**config.mk**
```make
export PLATFORM = sky130hd
export DESIGN_NAME = lru_key_value_cache
export DESIGN_NICKNAME = d
export VERILOG_FILES = /design/src/hw/rtl/lkvc_pkg.sv /design/src/hw/rtl/lru_key_value_cache.sv /design/src/hw/rtl/lkvc_store.sv
export SDC_FILE = /design/constraint.sdc
export NUM_CORES = 1
export LEC_CHECK = 0
export ABC_AREA = 0
export ABC_CLOCK_PERIOD_IN_PS = 6140
export BUFFER_PORTS_ARGS = -buffer_cell sky130_fd_sc_hd__buf_2
export CORE_ASPECT_RATIO = 1.2
export CORE_MARGIN = 8
export CORE_UTILIZATION = 60
export DETAILED_ROUTE_END_ITERATION = 10
export PLACE_DENSITY = 0.8
export SYNTH_ARGS = -nofsm -noshare
export SYNTH_HDL_FRONTEND = slang
export SYNTH_SLANG_ARGS = --single-unit
```
**constraint.sdc**
```tcl
create_clock -name clk_i -period 6.14 [get_ports clk_i]
set_input_delay 0.614 -clock clk_i [delete_from_list [all_inputs] [get_ports clk_i]]
set_output_delay 0.614 -clock clk_i [all_outputs]
set_load 0.02 [all_outputs]
```
**src/hw/rtl/lkvc_pkg.sv**
```systemverilog
// Shared constants for the LRU key/value cache.
// No dependencies.
package lkvc_pkg;
  localparam int unsigned KEY_W               = 32;
  localparam int unsigned VAL_W               = 32;
  localparam int unsigned CAP_W               = 5;
  localparam int unsigned DEFAULT_MAX_ENTRIES = 16;
  localparam logic [CAP_W-1:0] CAP_RESET      = 5'd16;
  localparam logic CMD_GET                    = 1'b0;
  localparam logic CMD_PUT                    = 1'b1;
  localparam logic [VAL_W-1:0] MISS_VALUE     = '1;
endpackage

```
**src/hw/rtl/lru_key_value_cache.sv**
```systemverilog
// Top level of the fully associative LRU key/value cache.
// Depends on lkvc_pkg and lkvc_store.
//
// Each request (get or put) runs in two phases from acceptance to result: the
// key/value memory is swept one slot per cycle through its single read port to
// find a match, a free slot and the least recent slot, and the done state then
// updates the memories, valid bits and recency ranks once the output register can
// take the result. A new request is accepted while the previous result still waits
// in the output register. Valid bits and the entry count are cleared at reset; no
// clearing pass is needed.
module lru_key_value_cache
  import lkvc_pkg::*;
#(
  parameter int unsigned MAX_ENTRIES = DEFAULT_MAX_ENTRIES
) (
  input  logic             clk_i,
  input  logic             rst_ni,
  input  logic             cfg_we_i,
  input  logic [CAP_W-1:0] cfg_wdata_i,   // capacity
  input  logic             s_axis_tvalid,
  output logic             s_axis_tready,
  input  logic [63:0]      s_axis_tdata,  // key[31:0], value[63:32]
  input  logic             s_axis_tuser,  // command
  output logic             m_axis_tvalid,
  input  logic             m_axis_tready,
  output logic [31:0]      m_axis_tdata,  // read_value[31:0]
  output logic             m_axis_tuser   // hit
);
  localparam int unsigned IW  = (MAX_ENTRIES > 1) ? $clog2(MAX_ENTRIES) : 1;
  localparam int unsigned CW  = $clog2(MAX_ENTRIES + 1);
  localparam int unsigned CMW = (CW > CAP_W) ? CW : CAP_W;
  localparam logic [CW-1:0]  N_C  = CW'(MAX_ENTRIES);
  localparam logic [CMW-1:0] N_CM = CMW'(MAX_ENTRIES);

  typedef enum logic [1:0] {ST_IDLE, ST_SCAN, ST_DONE} state_e;

  state_e             state_q;
  logic [CAP_W-1:0]   cap_q;
  logic [CW-1:0]      count_q;
  logic [CW-1:0]      cnt_q;
  logic               valid_q [MAX_ENTRIES];
  logic [IW-1:0]      rank_q  [MAX_ENTRIES];
  logic               cmd_q;
  logic [KEY_W-1:0]   key_q;
  logic [VAL_W-1:0]   val_q;
  logic               found_q, lru_ok_q, free_ok_q;
  logic [IW-1:0]      found_idx_q, lru_idx_q, free_idx_q;
  logic [VAL_W-1:0]   found_val_q;
  logic               out_valid_q;
  logic               out_hit_q;
  logic [VAL_W-1:0]   out_val_q;

  logic [KEY_W-1:0]   rd_key;
  logic [VAL_W-1:0]   rd_val;
  logic               rd_en;
  logic [IW-1:0]      p;
  logic               match;
  logic               fire;
  logic [CMW-1:0]     cap_ext, eff_cap;
  logic               full;
  logic [IW-1:0]      tgt;
  logic [IW-1:0]      old_rank;
  logic               newly;
  logic               promote;
  logic               wr_key_en, wr_val_en;

  assign rd_en = (state_q == ST_SCAN) && (cnt_q < N_C);
  assign p     = IW'(cnt_q - CW'(1));
  assign match = valid_q[p] && (rd_key == key_q);
  assign fire  = (state_q == ST_DONE) && (!out_valid_q || m_axis_tready);

  always_comb begin
    cap_ext = CMW'(cap_q);
    if (cap_ext == '0) begin
      eff_cap = CMW'(1);
    end else if (cap_ext > N_CM) begin
      eff_cap = N_CM;
    end else begin
      eff_cap = cap_ext;
    end
    full      = CMW'(count_q) >= eff_cap;
    tgt       = found_idx_q;
    old_rank  = rank_q[found_idx_q];
    newly     = 1'b0;
    promote   = 1'b0;
    wr_key_en = 1'b0;
    wr_val_en = 1'b0;
    if (found_q) begin
      promote   = 1'b1;
      wr_val_en = (cmd_q == CMD_PUT);
    end else if (cmd_q == CMD_PUT) begin
      if (full) begin
        tgt      = lru_idx_q;
        old_rank = rank_q[lru_idx_q];
        promote  = lru_ok_q;
      end else begin
        tgt      = free_idx_q;
        old_rank = '0;
        newly    = 1'b1;
        promote  = free_ok_q;
      end
      wr_key_en = promote;
      wr_val_en = promote;
    end
  end

  lkvc_store #(
    .Depth (MAX_ENTRIES),
    .IdxW  (IW)
  ) u_store (
    .clk_i       (clk_i),
    .rd_en_i     (rd_en),
    .rd_addr_i   (IW'(cnt_q)),
    .rd_key_o    (rd_key),
    .rd_val_o    (rd_val),
    .wr_key_en_i (fire && wr_key_en),
    .wr_val_en_i (fire && wr_val_en),
    .wr_addr_i   (tgt),
    .wr_key_i    (key_q),
    .wr_val_i    (val_q)
  );

  always_ff @(posedge clk_i or negedge rst_ni) begin
    if (!rst_ni) begin
      state_q     <= ST_IDLE;
      cap_q       <= CAP_RESET;
      count_q     <= '0;
      cnt_q       <= '0;
      found_q     <= 1'b0;
      lru_ok_q    <= 1'b0;
      free_ok_q   <= 1'b0;
      out_valid_q <= 1'b0;
      for (int i = 0; i < MAX_ENTRIES; i++) begin
        valid_q[i] <= 1'b0;
      end
    end else begin
      if (cfg_we_i) begin
        cap_q <= cfg_wdata_i;
      end
      if (m_axis_tvalid && m_axis_tready && !fire) begin
        out_valid_q <= 1'b0;
      end
      case (state_q)
        ST_IDLE: begin
          if (s_axis_tvalid) begin
            cmd_q     <= s_axis_tuser;
            key_q     <= s_axis_tdata[31:0];
            val_q     <= s_axis_tdata[63:32];
            cnt_q     <= '0;
            found_q   <= 1'b0;
            lru_ok_q  <= 1'b0;
            free_ok_q <= 1'b0;
            state_q   <= ST_SCAN;
          end
        end
        ST_SCAN: begin
          if (cnt_q != '0) begin
            if (match && !found_q) begin
              found_q     <= 1'b1;
              found_idx_q <= p;
              found_val_q <= rd_val;
            end
            if (valid_q[p] && (!lru_ok_q || rank_q[p] > rank_q[lru_idx_q])) begin
              lru_ok_q  <= 1'b1;
              lru_idx_q <= p;
            end
            if (!valid_q[p] && !free_ok_q) begin
              free_ok_q  <= 1'b1;
              free_idx_q <= p;
            end
          end
          if (cnt_q == N_C) begin
            state_q <= ST_DONE;
          end else begin
            cnt_q <= cnt_q + CW'(1);
          end
        end
        ST_DONE: begin
          if (fire) begin
            out_valid_q <= 1'b1;
            out_hit_q   <= found_q;
            out_val_q   <= (found_q && cmd_q == CMD_GET) ? found_val_q : MISS_VALUE;
            if (promote) begin
              for (int i = 0; i < MAX_ENTRIES; i++) begin
                if (IW'(i) == tgt) begin
                  rank_q[i] <= '0;
                end else if (valid_q[i] && (newly || rank_q[i] < old_rank)) begin
                  rank_q[i] <= rank_q[i] + IW'(1);
                end
              end
              if (newly) begin
                valid_q[tgt] <= 1'b1;
                count_q      <= count_q + CW'(1);
              end
            end
            state_q <= ST_IDLE;
          end
        end
        default: state_q <= ST_IDLE;
      endcase
    end
  end

  assign s_axis_tready = (state_q == ST_IDLE);
  assign m_axis_tvalid = out_valid_q;
  assign m_axis_tdata  = out_val_q;
  assign m_axis_tuser  = out_hit_q;
endmodule

```
**src/hw/rtl/lkvc_store.sv**
```systemverilog
// Key and value memories of the LRU key/value cache, one read and one write port.
// Depends on lkvc_pkg.
module lkvc_store
  import lkvc_pkg::*;
#(
  parameter int unsigned Depth = DEFAULT_MAX_ENTRIES,
  parameter int unsigned IdxW  = (Depth > 1) ? $clog2(Depth) : 1
) (
  input  logic             clk_i,
  input  logic             rd_en_i,
  input  logic [IdxW-1:0]  rd_addr_i,
  output logic [KEY_W-1:0] rd_key_o,
  output logic [VAL_W-1:0] rd_val_o,
  input  logic             wr_key_en_i,
  input  logic             wr_val_en_i,
  input  logic [IdxW-1:0]  wr_addr_i,
  input  logic [KEY_W-1:0] wr_key_i,
  input  logic [VAL_W-1:0] wr_val_i
);
  logic [KEY_W-1:0] key_mem [Depth];
  logic [VAL_W-1:0] val_mem [Depth];

  always_ff @(posedge clk_i) begin
    if (wr_key_en_i) begin
      key_mem[wr_addr_i] <= wr_key_i;
    end
    if (wr_val_en_i) begin
      val_mem[wr_addr_i] <= wr_val_i;
    end
    if (rd_en_i) begin
      rd_key_o <= key_mem[rd_addr_i];
      rd_val_o <= val_mem[rd_addr_i];
    end
  end
endmodule

```
==> results of run 1 <==
## cell type report
type                       instances  area [um^2]
sequential                      1339        40000
fill                            5139        29000
multi-input combinational       1056        13700
clock buffer                     149         3110
tap                             1159         1450
timing repair buffer             176         1050
clock inverter                    73          947
inverter                          40          150
antenna                            1         2.50
## sequential cells by signal, summed over array words and instances (netlist names), 4 cells and up, named ones only
register / count
cap_ext: 5
free_idx_q: 4
valid_q: 16
val_q: 32
key_q: 32
u_store.key_mem: 512
u_store.val_mem: 512
found_val_q: 32
count_q: 5
u_store.rd_val_o: 32
lru_idx_q: 4
rank_q: 64
m_axis_tdata: 32
cnt_q: 5
u_store.rd_key_o: 32
found_idx_q: 4
## logic make-up after synthesis
group                    Yosys count
buffers and inverters            161
multiplexers                     407
AND/OR/NAND/NOR                  296
adder cells (fa/ha/maj)           77
flip-flops                      1339
XOR/XNOR                          70
AO/OA/AOI/OAI                    206
## layer usage
metal	vias to the layer above	global-route usage (%)
met3	347	5.51
met5	-	0
met4	6	11.0
met1	14900	36.4
met2	2200	45.7
li1	11100	-
## placed cells by master, fill, tap and decap left out, types with 31 or more instances in the layout
master and instances:
xor2_1 44, nand2_1 38, nor3_1 33, clkbuf_16 120
edfxtp_1 1294, buf_2 109, ha_1 77, a21oi_1 44
mux4_2 378, nand2b_1 37, nand3_1 31, dfrtp_1 32
inv_1 40, buf_4 67
## report_power, final
part	internal [mW]	switching (mW)
Clock	4.39	3.46
Combinational	2.44	2.61
Sequential	10.6	0.418
## per-stage QoR
step	cells	power, mW	setup slack [ns]
finish	3993	23.9	1.80
global route	3992	24.6	1.54
CTS	3992	24.0	1.83
detailed placement	3770	16.1	1.86
global placement	3770	16.0	1.93
floorplan	2556	14.9	1.24
## final timing paths
path	cells past startpoint	from	slack, ns	to
max in group asynchronous	2	rst_ni	5.54	cnt_q[2]
min	1	s_axis_tdata[57]	0.06	val_q[25]
max	12	flip-flop	1.80	rank_q[7][3]
max reg2reg	12	flip-flop	1.80	rank_q[7][3]
min reg2reg	0	u_store.rd_val_o[7]	0.42	found_val_q[7]
min in group asynchronous	2	rst_ni	0.12	valid_q[4]
## worst max-delay path: stages (launching register included)
cell,delay [ns]
dfxtp_1,0.80
buf_4,0.30
mux4_2,0.52
mux4_2,0.48
a22oi_1,0.18
buf_4,0.35
ha_1,0.32
a21oi_1,0.17
a32o_1,0.16
a21oi_1,0.06
nor2b_1,0.17
o21ai_0,0.10
a21oi_1,0.36
==> impl_results.md, run 1 <==
- Status: completed
- Post-synth top area share: 71.8%
- Total power per unit cell area: 396 nW/um^2
- Synth Area in Adders: around 1.8%
- Slew margin rel.: between 10 and 15%
- Post-route clock skew: 0.0431 ns
- Final Core Density: 67.6%
- Post-synth EDFFs: 1294
- Tcrit/Tclk final: 70.6%
- Multiplexer area fraction after synthesis: 16.4%
- IO Port Bufs: 109
- Syn_nets: 2708
- Dpl cell area: 56300 um^2
- Max-slew violations: 0
- DRT Wirelength: 140000 um
- Starting density of the core: 60.6%
- H-tree Lvls: 3
- Synthesized flop and latch total: approximately 1300
- Post-Synthesis Cells: 2556
- Worst slew pin tran: 1.28 ns
- CTS tree: built
- Netlist cell types: 73
- Core area: 89300 um^2
- Area Growth Syn to Fin: 11.5%
- Clock sinks: 1339
- Overflow after GRT: 0
- Drt pass-1 iters: 5
- Routed Antenna Nets: 0
- Synth async-reset ratio: 2.76%
- Tmin final: 4.34 ns
- Achievable clock frequency: about 0.23 GHz
- Vias: 28600
- Vias/cell: 7.16
- DRT iter0 DRCs: 3673
- Top routing layer in use: met5
- Worst hold path type: in2reg
- Routed len/inst: about 35 um
- Die ar.: around 100000 um^2
- Worst-path fanout max: 16
- First-pass GRT wire length: between 200000 and 250000 um
- Clock slew at reported path FFs: about 0.070 ns
- Final Instance Area: 60400 um^2
- Crit Path Class: reg2reg
- Overall die width: 290 um
- Row count: 120
- Sequential area share after synthesis: roughly three quarters
- Max Cap Viol: 0
- Vias in the first global route: 29400
- Post-synth top area cell: edfxtp_1
- CTS Buf Count: 120
- Mapped cell area: 54100 um^2
- Clock root cell: clkbuf_16
- Fin nets: 2885
- HPWL after detailed placement: about 73000 um
- Post-synthesis simple-gate area fraction: 2.94%
- RSZ-0062 raised after global routing: no
- Setup crit start kind: flip-flop
- P_leak: 19.1 nW
- Bufs on Longest Clock Path: 3
- Fin. Hold Viols: 0
- Clk_lat worst skew: 0.74 ns
- Hold_ws: about 0.064 ns
- Number of setup violations in the final report: 0
- Postcts setup bufs: 0
- Pin count of the biggest net entering global routing: 80
- Setup_tns: 0 ns
- # resized after CTS: 0
- Peak VDD IR: 0.323 mV
- Metal1 wirelength: 50200 um
- Hold-fix buffers at CTS: 0
- RePlAce Congestion: 0.942
- Largest family of logic cells by synthesized area: multiplexers
- DRC Markers: 0
- Die H: 345 um
- Arrival time at the worst endpoint: 4.71 ns
- WL met3: 14500 um
- Syn_area_per_cell: 21.2 um^2
- Top post-synthesis cells by area: edfxtp_1 (72%), mux4_2 (16%), ha_1 (1.8%)
- Worst setup EP type: flip-flop
- Initial antenna violation count: 4
- Most frequent cells after synthesis: edfxtp_1 (1294), mux4_2 (378), ha_1 (77)
- Post-synthesis xor/xnor area fraction: 1.16%
- I/O Pins: 110
- Compound-Gate Fraction of Synth Area: 2.64%
- Critical path required time: 6.52 ns
- Met2 routed WL: 69600 um
- Synth Warn #: 0
- Overall Global Routing Usage: 27.6%
- Top-count cell post-synth: edfxtp_1
- Layout cells sized above 1: 28.4%
- Main synth FF type: edfxtp_1
No activity file was read; power rests on OpenSTA's default activity.
==> run 2: changes to the inputs <==
Settings changed: ABC_CLOCK_PERIOD_IN_PS 6140 to 3620, CORE_UTILIZATION 60 to 56, PLACE_DENSITY 0.8 to 0.78.
Clock period 6.14 ns to 3.62 ns, I/O delays scaled along.
==> run 2 against run 1 <==
Effect of this change: global-route usage shrank 1.5 points; highest routed layer is now met4; count of clock-buffer cells in the layout shrank 9; die area grew 6.8%; register-to-register slack lost 1.8 ns.
==> impl_results.md, run 2 (same netlist as run 1, synthesis figures left out) <==
- Status: completed
- Setup crit start kind: flip-flop
- P_leak: 20.4 nW (+6.8%)
- Setup_tns: 0 ns (unchanged)
- Pin count of the biggest net entering global routing: 162 (+100%)
- Flop2flop setup slack: 0.004 ns (-1.80 ns)
- Die ar.: 107000 um^2 (+6.8%)
- Slowest CP cell: mux4_2
- Worst slew pin tran: 1.20 ns (-0.0842 ns)
- Bufs on Longest Clock Path: 3 (unchanged)
- H-tree Lvls: 3 (unchanged)
- Post-route clock skew: 0.0500 ns (+0.00692 ns)
- CTS Buf Count: 121 (+0.83%)
- Overall die width: 300 um (+3.3%)
- Core area: 96300 um^2 (+7.8%)
- Overall Global Routing Usage: 26.1% (-1.5 points)
- CTS tree: built
- Row count: 125 (+4.2%)
- Clock root cell: clkbuf_16
- Routed len/inst: 32.8 um (-6.3%)
- Most frequent cells in the layout: edfxtp_1 (1294), mux4_2 (378), buf_4 (132)
- Vias/cell: 6.76 (-5.6%)
- Tcrit/Tclk final: 99.9% (+29 points)
- Largest registers: u_store.key_mem: 512 flops, u_store.val_mem: 512 flops, rank_q: 64 flops
- Power consumption: 41.2 mW (+72%)
- Non-filler cells, final: 4309 (+7.9%)
- Max-slew violations: 0 (unchanged)
- RSZ-0062 raised after global routing: yes
- Clock slew at reported path FFs: 0.06 ns (about the same)
- Commonest non-fill, non-tap cell in the layout: edfxtp_1
- Slew margin rel.: 19.9% (+5.4 points)
- Crit Path Class: reg2reg
- Overflow after GRT: 0 (unchanged)
- Achievable clock frequency: 0.277 GHz (+20%)
- DRT iter0 DRCs: 3609 (-1.7%)
- Vias in the first global route: 30100 (+2.2%)
- Clock sinks: 1339 (unchanged)
- Placed cell count: 3990 (+5.8%)
- Worst setup EP type: flip-flop
- Layout cells sized above 1: 33.4% (+5.1 points)
- Initial antenna violation count: 1 (-3)
- Dpl cell area: 58200 um^2 (+3.3%)
- Clk_lat worst skew: 0.73 ns (about the same)
- Arrival time at the worst endpoint: 4.15 ns (-0.56 ns)
- DRC Markers: 0 (unchanged)
- Fin nets: 3088 (+7.0%)
- HPWL after detailed placement: 74200 um (+1.1%)
- Worst-path fanout max: 15 (-1)
- CP Cell Sequence: buf_12, mux4_2, mux4_2, a22oi_2, buf_4, buf_6, ha_1, a21o_1, a21oi_1, o21a_1, o211ai_1, buf_4, nor3b_1
- Tmin final: 3.62 ns (-0.719 ns)
- Fin. Hold Viols: 0 (unchanged)
- Peak VDD IR: 0.718 mV (+120%)
- First-pass GRT wire length: 205000 um (+0.56%)
- Final Instance Area: 63700 um^2 (+5.5%)
- I/O Pins: 110 (unchanged)
- Die H: 357 um (+3.3%)
- Max Cap Viol: 0 (unchanged)
- Drt pass-1 iters: 6 (+1)
- Starting density of the core: 56.2% (-4.4 points)
- Total power per unit cell area: 647 nW/um^2 (+63%)
- Max incr delay on CP: 0.56 ns (-0.24 ns)
- Vias: 29100 (+1.9%)
- Routed Antenna Nets: 0 (unchanged)
- RePlAce Congestion: 1.00 (+6.5%)
- Worst hold path type: in2reg
- Area Growth Syn to Fin: 17.6%
- Critical path required time: 4.15 ns (-2.37 ns)
- DRT Wirelength: 141000 um (+1.1%)
- IO Port Bufs: 109 (unchanged)
- Number of setup violations in the final report: 0 (unchanged)
[run 2: changes by cell type in the layout (fill, tap and decap cells not counted), sizes merged]
cell,change
clkbuf,-9
bufinv,-3
buf,+124
inv,+4
dlygate4sd3,+78
clkinvlp,+1
clkinv,+10
[run 2: repair_timing]
item | in CTS | in global routing
resized for setup | 5 | 99
pin swaps | 0 | 29
buffers inserted | 0 | 15
setup endpoints to repair | 5 | 125
gates cloned | 0 | 1
hold buffers | 78 | 0
endpoints found under the hold margin | 109 | 0
[run 2: cell type report]
class | instances | area, um^2
clock buffer | 140 | 3120
clock inverter | 85 | 925
antenna | 1 | 2.50
sequential | 1339 | 40000
tap | 1270 | 1590
fill | 5865 | 32700
timing repair buffer | 378 | 3480
multi-input combinational | 1056 | 14400
inverter | 40 | 153
[run 2: worst paths after layout]
check                           cells past startpoint           startpoint        endpoint
worst min register to register                      0  u_store.rd_val_o[5]  found_val_q[5]
worst min-delay path                                3        m_axis_tready   m_axis_tvalid
worst max register to register                     13            flip-flop    rank_q[8][1]
max in group asynchronous                           3               rst_ni        cnt_q[2]
min in group asynchronous                           3               rst_ni      valid_q[6]
worst max-delay path                               13            flip-flop    rank_q[8][1]
[run 2: metrics by stage]
| step | hold WS, ns | setup slack, ns | util [%] |
|---|---|---|---|
| floorplan | 0.0664 | -0.440 | - |
| global placement | 0.403 | 0.150 | 60.4 |
| detailed placement | 0.405 | -0.0692 | 60.4 |
| CTS | 0.0130 | 0.0202 | 65.4 |
| global route | 0.0408 | -0.0725 | 66.1 |
| finish | 0.0607 | 0.00431 | 66.1 |
[run 2: layer usage]
layer | share of wire (%) | track usage, %
met1 | 35 | 33.7
met2 | 51 | 44.6
met3 | 9.1 | 4.23
met4 | 4.4 | 10.4
met5 | 0 | 0
[run 2: where the power goes]
| part | switching [mW] | total (mW) | internal, mW |
|---|---|---|---|
| sequential | 0.482 | 18.5 | 18.0 |
| combinational | 4.85 | 9.51 | 4.66 |
| clock | 5.89 | 13.2 | 7.30 |
| total | 11.2 | 41.2 | 29.9 |
[run 2: worst max-delay path, delay by kind of cell, from the launching register on]
kind / cells / cell delay, ns
AO/OA/AOI/OAI: 5 / 0.85
adder cells (fa/ha/maj): 1 / 0.25
buffers and inverters: 4 / 0.65
flip-flops: 1 / 0.35
AND/OR/NAND/NOR: 1 / 0.21
multiplexers: 2 / 1.09
